$ cat src/sv/fhn_pkg.sv
// Shared constants, types and helper functions for the FHN cell engine.
package fhn_pkg;

    localparam int GRID_SIDE  = 128;
    localparam int CELLS      = GRID_SIDE * GRID_SIDE;
    localparam int ADDR_W     = $clog2(CELLS);
    localparam int COORD_W    = 7;
    localparam int COORD_MAX  = GRID_SIDE - 1;

    localparam int SIG_DEPTH  = 256;
    localparam int SIG_AW     = $clog2(SIG_DEPTH);
    localparam int SIG_STEP   = 8192 / SIG_DEPTH;

    localparam int MUL_A_W    = 32;
    localparam int MUL_B_W    = 26;
    localparam int PROD_W     = MUL_A_W + MUL_B_W;
    localparam int RQ_W       = PROD_W - 12;
    localparam int LAP_W      = 19;

    localparam logic signed [15:0] V_INIT = -16'sd4246;
    localparam logic signed [15:0] W_INIT = -16'sd2726;

    localparam int EPS_Q       = 1802;
    localparam int WL_Q        = 1638;
    localparam int BETA_Q      = 2867;
    localparam int IPACE_Q     = 8192;
    localparam int THRESH_Q    = 1024;
    localparam int PACE_R2     = 16;
    localparam int PACE_RADIUS = 4;

    // v^3/3 rounding: bias for the 2^24 step, then floor divide by 3
    localparam int CUBE_BIAS   = 25165824;
    localparam int DIV3_OFF    = 12582912;
    localparam int DIV3_BASE   = 4194304;
    localparam int RECIP3      = 22369622;
    // divide by eps: offset keeps the dividend positive
    localparam int EPS_OFF     = 1845248;
    localparam int EPS_Q_BASE  = 1024;
    localparam int RECIP_EPS_A = 4766890;
    localparam int RECIP_EPS_B = 9533779;

    localparam logic [1:0] CMD_COMPUTE = 2'd0;
    localparam logic [1:0] CMD_COMMIT  = 2'd1;
    localparam logic [1:0] CMD_ADVANCE = 2'd2;

    localparam logic [2:0] REG_TIME_STEP    = 3'd0;
    localparam logic [2:0] REG_DIFF_GAIN    = 3'd1;
    localparam logic [2:0] REG_REC_HIGH     = 3'd2;
    localparam logic [2:0] REG_PACER_REC_LO = 3'd3;
    localparam logic [2:0] REG_PACER_ON     = 3'd4;
    localparam logic [2:0] REG_PACER_OFF    = 3'd5;
    localparam logic [2:0] REG_BEAT_LIMIT   = 3'd6;
    localparam logic [2:0] REG_PACER_CENTER = 3'd7;

    typedef struct packed {
        logic [ADDR_W-1:0]  addr;
        logic               we_cur;
        logic               we_nxt;
        logic signed [15:0] wv;
        logic signed [15:0] ww;
    } t_grid_req;

    typedef struct packed {
        logic signed [15:0] v;
        logic signed [15:0] w;
        logic signed [15:0] nv;
        logic signed [15:0] nw;
    } t_grid_rd;

    typedef logic [SIG_DEPTH-1:0][12:0] t_sig_table;

    // Logistic table built at elaboration: exp by squaring constants, round-divide by long division
    function automatic t_sig_table build_sig();
        logic [63:0] c [16];
        t_sig_table  tab;
        logic [63:0] p;
        logic [63:0] den;
        logic [63:0] num;
        logic [63:0] rem;
        logic [63:0] q;
        logic [63:0] a;
        int          vc;
        int          z;
        c[0] = 64'd4293918848;
        for (int k = 1; k < 16; k++) begin
            c[k] = (c[k-1] * c[k-1] + 64'h8000_0000) >> 32;
        end
        for (int i = 0; i < SIG_DEPTH; i++) begin
            vc = -8192 + (2 * i + 1) * SIG_STEP;
            z  = -4 * vc;
            a  = 64'(z < 0 ? -z : z);
            p  = 64'h1_0000_0000;
            for (int k = 0; k < 16; k++) begin
                if (a[k]) begin
                    p = (p * c[k] + 64'h8000_0000) >> 32;
                end
            end
            if ((a >> 16) != 64'd0) begin
                p = 64'd0;
            end
            den = 64'h1_0000_0000 + p;
            num = (64'd1 << 44) + (den >> 1);
            rem = 64'd0;
            q   = 64'd0;
            for (int b = 45; b >= 0; b--) begin
                rem = (rem << 1) | 64'(num[b]);
                if (rem >= den) begin
                    rem  = rem - den;
                    q[b] = 1'b1;
                end
            end
            tab[i] = (z >= 0) ? 13'(q) : 13'(64'd4096 - q);
        end
        return tab;
    endfunction

    localparam t_sig_table SIG_TABLE = build_sig();

    function automatic logic signed [RQ_W-1:0] rq(input logic signed [PROD_W-1:0] x);
        logic signed [PROD_W-1:0] t;
        t = x + PROD_W'(2048);
        return RQ_W'(t >>> 12);
    endfunction

    function automatic logic signed [15:0] sat16(input logic signed [47:0] x);
        logic signed [15:0] r;
        if (x > 48'sd32767) begin
            r = 16'sh7fff;
        end else if (x < -48'sd32768) begin
            r = 16'sh8000;
        end else begin
            r = 16'(x);
        end
        return r;
    endfunction

    function automatic logic [COORD_W-1:0] clamp_coord(input logic [COORD_W-1:0] c);
        logic [COORD_W-1:0] r;
        if (int'(c) > COORD_MAX) begin
            r = COORD_W'(COORD_MAX);
        end else begin
            r = c;
        end
        return r;
    endfunction

    function automatic logic [ADDR_W-1:0] cell_addr(input logic [COORD_W-1:0] c,
                                                   input logic [COORD_W-1:0] r);
        return ADDR_W'(int'(c) * GRID_SIDE + int'(r));
    endfunction

endpackage

$ cat src/sv/fhn_mul.sv
// Shared signed multiplier with registered product.
module fhn_mul (
    input  logic                               i_clk,
    input  logic signed [fhn_pkg::MUL_A_W-1:0] i_a,
    input  logic signed [fhn_pkg::MUL_B_W-1:0] i_b,
    output logic signed [fhn_pkg::PROD_W-1:0]  o_prod
);
    import fhn_pkg::*;

    logic signed [PROD_W-1:0] r_prod;

    always_ff @(posedge i_clk) begin
        r_prod <= PROD_W'(i_a) * PROD_W'(i_b);
    end

    assign o_prod = r_prod;

endmodule

$ cat config.mk
export PLATFORM = sky130hd
export DESIGN_NAME = fhn_mul
export DESIGN_NICKNAME = d
export VERILOG_FILES = /design/src/sv/fhn_pkg.sv /design/src/sv/fhn_mul.sv
export SDC_FILE = /design/constraint.sdc
export NUM_CORES = 2
export LEC_CHECK = 0
export BUFFER_PORTS_ARGS = -buffer_cell sky130_fd_sc_hd__buf_2
export CORE_MARGIN = 1
export CORE_UTILIZATION = 45
export CTS_CLUSTER_SIZE = 14
export DETAILED_ROUTE_END_ITERATION = 8
export HOLD_SLACK_MARGIN = 0.12
export SLEW_MARGIN = 5
export SYNTH_ARGS = -nofsm -noshare
export SYNTH_HDL_FRONTEND = slang
export SYNTH_SLANG_ARGS = --single-unit
$ cat constraint.sdc
create_clock -name i_clk -period 7.8 [get_ports i_clk]
set_clock_uncertainty 0.1 [all_clocks]
set_input_delay 0.39 -clock i_clk [delete_from_list [all_inputs] [get_ports i_clk]]
set_output_delay 0.39 -clock i_clk [all_outputs]
set_load 0.03 [all_outputs]
## After elaboration in Yosys (flattened, before gate mapping)

Index checks and enable logic that the tools add are counted.

- Add/sub/neg operators: 0
- Multiply operators: 1
- Div/mod/pow operators: 0
- $lt $le $gt $ge: 0
- Equal/unequal tests: 0
- Shift-type cells: 0
- Mux-type cells: 0
- Bitwise logic cells: 0
- Reduce and logical (&&, ||, !) cells: 0

Operators by type and width:

| kind | count |
|---|---|
| $mul 32x26->58 | 1 |

- Register bits after elaboration: 58
- Bits in latches: 0
- Memory bits (writable): 0
- Memory bits (read-only): 0
- Input port bits: 59
- Memories: 0

## Longest topological paths before layout

- Depth in word-level cells: 1
- Mapped depth: 26

## Least setup slack after synthesis

Ideal clock, no wire load.

- Path kind: input to register
- From: in i_b[2] (netlist name)
- To: reg r_prod[50], in the netlist o_prod[50]
- Arrival: 7.161 ns
- Required time: 7.607 ns
- Slack: 0.446 ns
- Cell stages on the path: 23
- Buffers on the path: 1
- Path through: clkbuf_1 nand2_1 inv_1 fa_1 fa_1 inv_1 fa_1 inv_1 fa_1 fa_1 fa_1 inv_1 fa_1 inv_1 ha_1 a21o_1 a221o_1 a21oi_1 and2b_2 or4b_1 or2_2 a311o_2 o311ai_2

- Longest elaborated chain between the ends: 1

Ends and longest elaborated chain:

| what | line | source |
|---|---|---|
| from (decl) | fhn_mul.sv:5 | `input logic signed [fhn_pkg::MUL_B_W-1:0] i_b,` |
| $mul 32x26->58 | fhn_mul.sv:13 | `r_prod <= PROD_W'(i_a) * PROD_W'(i_b);` |
| to (signal assigned) | fhn_mul.sv:13 |  |
| to (decl) | fhn_mul.sv:10 | `logic signed [PROD_W-1:0] r_prod;` |

Every way passes these cells.

## Worst setup path after layout

Same ends and word-level chain as after synthesis.

==> results.sh <==
export IMPL_ant_nets=0
export IMPL_synth_simple_area_share_pct=15.5
export IMPL_drive_above_1_share_pct=8.71
export IMPL_core_area_sq_um=66200
export IMPL_yosysWarnings=0
export IMPL_synth_top_family_by_area="adder cells"
export IMPL_crit_path_max_fanout=14
export IMPL_arrival_ps=7590
export IMPL_synth_edf_count=0
export IMPL_cts_sinks=58
export IMPL_synth_avg_cell_area_sq_um=9.33
export IMPL_via_per_inst=5.02
export IMPL_worstPathRequired_ps=7990
export IMPL_drt_first_iter_violations=1159
export IMPL_utilization_pct=49.7
export IMPL_cts_buffer_depth=2
export IMPL_critical_path_top_delay_family="adder cells"
export IMPL_hold_path_class="in2reg"
export IMPL_synth_compound_area_share_pct=3.77
export IMPL_syn_num_nets=4326
export IMPL_grt_first_pass_wirelength_um=128000
export IMPL_cts_setup_buffers=0
export IMPL_worst_pin_slew_ps=788
export IMPL_synth_xor_area_share_pct=1.70
export IMPL_critPathBufInv=6
export IMPL_layout_min_cycle_time_ps=7400
export IMPL_largest_reg_flops=58
export IMPL_fin_crit_sh_pct=94.9
export IMPL_start_kind="input pin"
export IMPL_ys_flop_type="dfxtp_1"
export IMPL_initial_core_util_pct=45.9
export IMPL_die_w_um=262
export IMPL_relSlewSlack_pct=47.2
export IMPL_ys_seq_area_share_pct=3.82
export IMPL_grt_usage_pct=24.5
export IMPL_critical_path_class="in2reg"
export IMPL_place_hpwl_um=69800
export IMPL_setup_viol=0
export IMPL_drc=0
export IMPL_synthMuxAreaShare_pct=0
export IMPL_dieHeight_um=262
export IMPL_path_clk_slew_ps=70
export IMPL_ys_seq_elements=58
export IMPL_status="finished, final reports clean"
export IMPL_wl_per_cell_um=18.4
export IMPL_rsz0062_at_grt="no"
export IMPL_netlist_area_sq_um=30400
export IMPL_synthTopCellsByArea="fa_1, inv_1, and2_1"
export IMPL_critical_path_most_common_cell="fa_1"
export IMPL_via_count=21276
export IMPL_num_io_pins=117
export IMPL_cts_tree="yes"
export IMPL_fin_nets=4440
export IMPL_grt_remaining_overflow=0
export IMPL_rows=94
export IMPL_crit_slowest_cell="fa_1"
export IMPL_hold_viol=0
export IMPL_async_flop_share_pct=0
export IMPL_grt_pass1_vias=23136
export IMPL_slowest_delay_ps=670
export IMPL_ctsHtreeMaxLevel=3
export IMPL_drt_total_wl_um=77900
export IMPL_syn_to_final_growth_pct=8.31
export IMPL_hold_ws_ps=576
export IMPL_firstDrtPassIters=5
export IMPL_post_cts_resized=0
export IMPL_synth_cells=3255
export IMPL_port_buffers=116
export IMPL_gp_congestion=0.872
export IMPL_die_area_sq_um=68500
export IMPL_cp_end_kind="flip-flop"
export IMPL_grt_max_degree=33
export IMPL_antenna_found_initial=6
export IMPL_nFillCells=6314
export IMPL_crit_chain="buf_2 -> nand2_1 -> inv_1 -> fa_1 -> fa_1 -> inv_1 -> fa_1 -> inv_1 -> fa_1 -> fa_1 -> fa_1 -> inv_1 -> fa_1 -> inv_1 -> ha_1 -> a21o_1 -> a221o_1 -> a21oi_1 -> and2b_2 -> or4b_1 -> or2_2 -> a311o_2 -> o311ai_2"
export IMPL_yosysTopAreaCell="fa_1"
export IMPL_synth_fa_ha_area_share_pct=62.8
export IMPL_cts_made_buffers=9
export IMPL_drv_cap=0
export IMPL_synth_top_area_share_pct=56.3
export IMPL_hold_buffers=0
export IMPL_synthDistinctLibCells=70
export IMPL_drv_slew=0
export IMPL_cts_root_buffer="clkbuf_16"
export IMPL_fmax_mhz=135
## cell usage after synthesis, drive strengths merged, types with 2 or more instances
master	count
ha	158
o211ai	3
xor2	18
or2	2
xnor2	41
o311ai	4
a221oi	2
a2111oi	2
nand2b	12
nor4	2
o21a	4
and2	346
and2b	2
o2111ai	3
nor2	51
nand3	14
and4	2
and3	7
a21oi	62
nor2b	5
inv	824
buf	7
a211o	2
nand2	498
a31oi	3
fa	854
o31ai	6
a211oi	9
nor3	8
dfxtp	58
o21ai	35
a21o	17
clkbuf	146
o21bai	12
nand4	8
or3	7
## path summary, 6_finish.rpt
path	endpoint	cells after the start	startpoint	slack [ps]
min	o_prod[0]	3	i_b[0]	580
max	o_prod[50]	23	i_b[2]	400
## cell families (layout without fill, tap and decap cells)
| kind of cell | Yosys count | in the layout |
|---|---|---|
| xor gates and xnor gates | 59 | 59 |
| DFF | 58 | 58 |
| AOI/OAI and AO/OA | 174 | 174 |
| buffers and inverters | 981 | 1100 |
| and+or+nand+nor | 971 | 971 |
| adders and majority gates | 1012 | 1012 |
| other | 0 | 2 |
## routing by layer
layer	vias to the layer above	track usage, %	share of wire [%]
li1	9517	-	-
met1	11201	31.8	41
met2	460	43.1	52
met3	90	2.54	4.2
met4	8	8.09	3.1
met5	-	0	0.071
## through the flow
step | setup WS, ps | area, sq um | setup TNS (ps) | cells
after floorplan | 446 | 30400 | 0 | 3255
after global placement | -215 | 32600 | -600 | 4222
after detailed placement | -235 | 32600 | -711 | 4222
after CTS | 162 | 32900 | 0 | 4238
after global routing | 73.7 | 32900 | 0 | 4239
final | 401 | 32900 | 0 | 4240
## cells in the final DEF, fill, tap and decap left out, types with 3 or more instances in the layout
| cell | instances |
|---|---|
| a211oi_1 | 9 |
| a21oi_1 | 62 |
| nand3_1 | 14 |
| o311ai_0 | 3 |
| xor2_1 | 18 |
| nor3_1 | 8 |
| nor2_1 | 51 |
| and3_1 | 6 |
| buf_4 | 133 |
| xnor2_1 | 41 |
| buf_2 | 116 |
| clkbuf_16 | 9 |
| nand4_1 | 7 |
| o21a_1 | 4 |
| inv_1 | 824 |
| nor2b_1 | 5 |
| nand2b_1 | 12 |
| a21o_1 | 15 |
| a31oi_1 | 3 |
| buf_12 | 10 |
| ha_1 | 158 |
| o31ai_1 | 6 |
| o21ai_0 | 32 |
| o211ai_1 | 3 |
| o21bai_1 | 12 |
| and2_1 | 346 |
| dfxtp_1 | 58 |
| nand2_1 | 498 |
| fa_1 | 854 |
| or3_1 | 6 |
## layout make-up
type                    count  area, sq um  share of cell area (%)
diodes                      2         5.00                  0.0152
inverters                 825         3100                    9.42
repair buffers            259         1780                    5.41
well taps                 864         1080                    3.29
clock inverters             5         77.6                   0.236
multi-input cells        2216        25400                    77.4
clock buffers              11          243                   0.738
flip-flops and latches     58         1160                    3.53
Power is not shown: default switching activity piles up to over one toggle a cycle in this logic, so the estimate is an artifact.
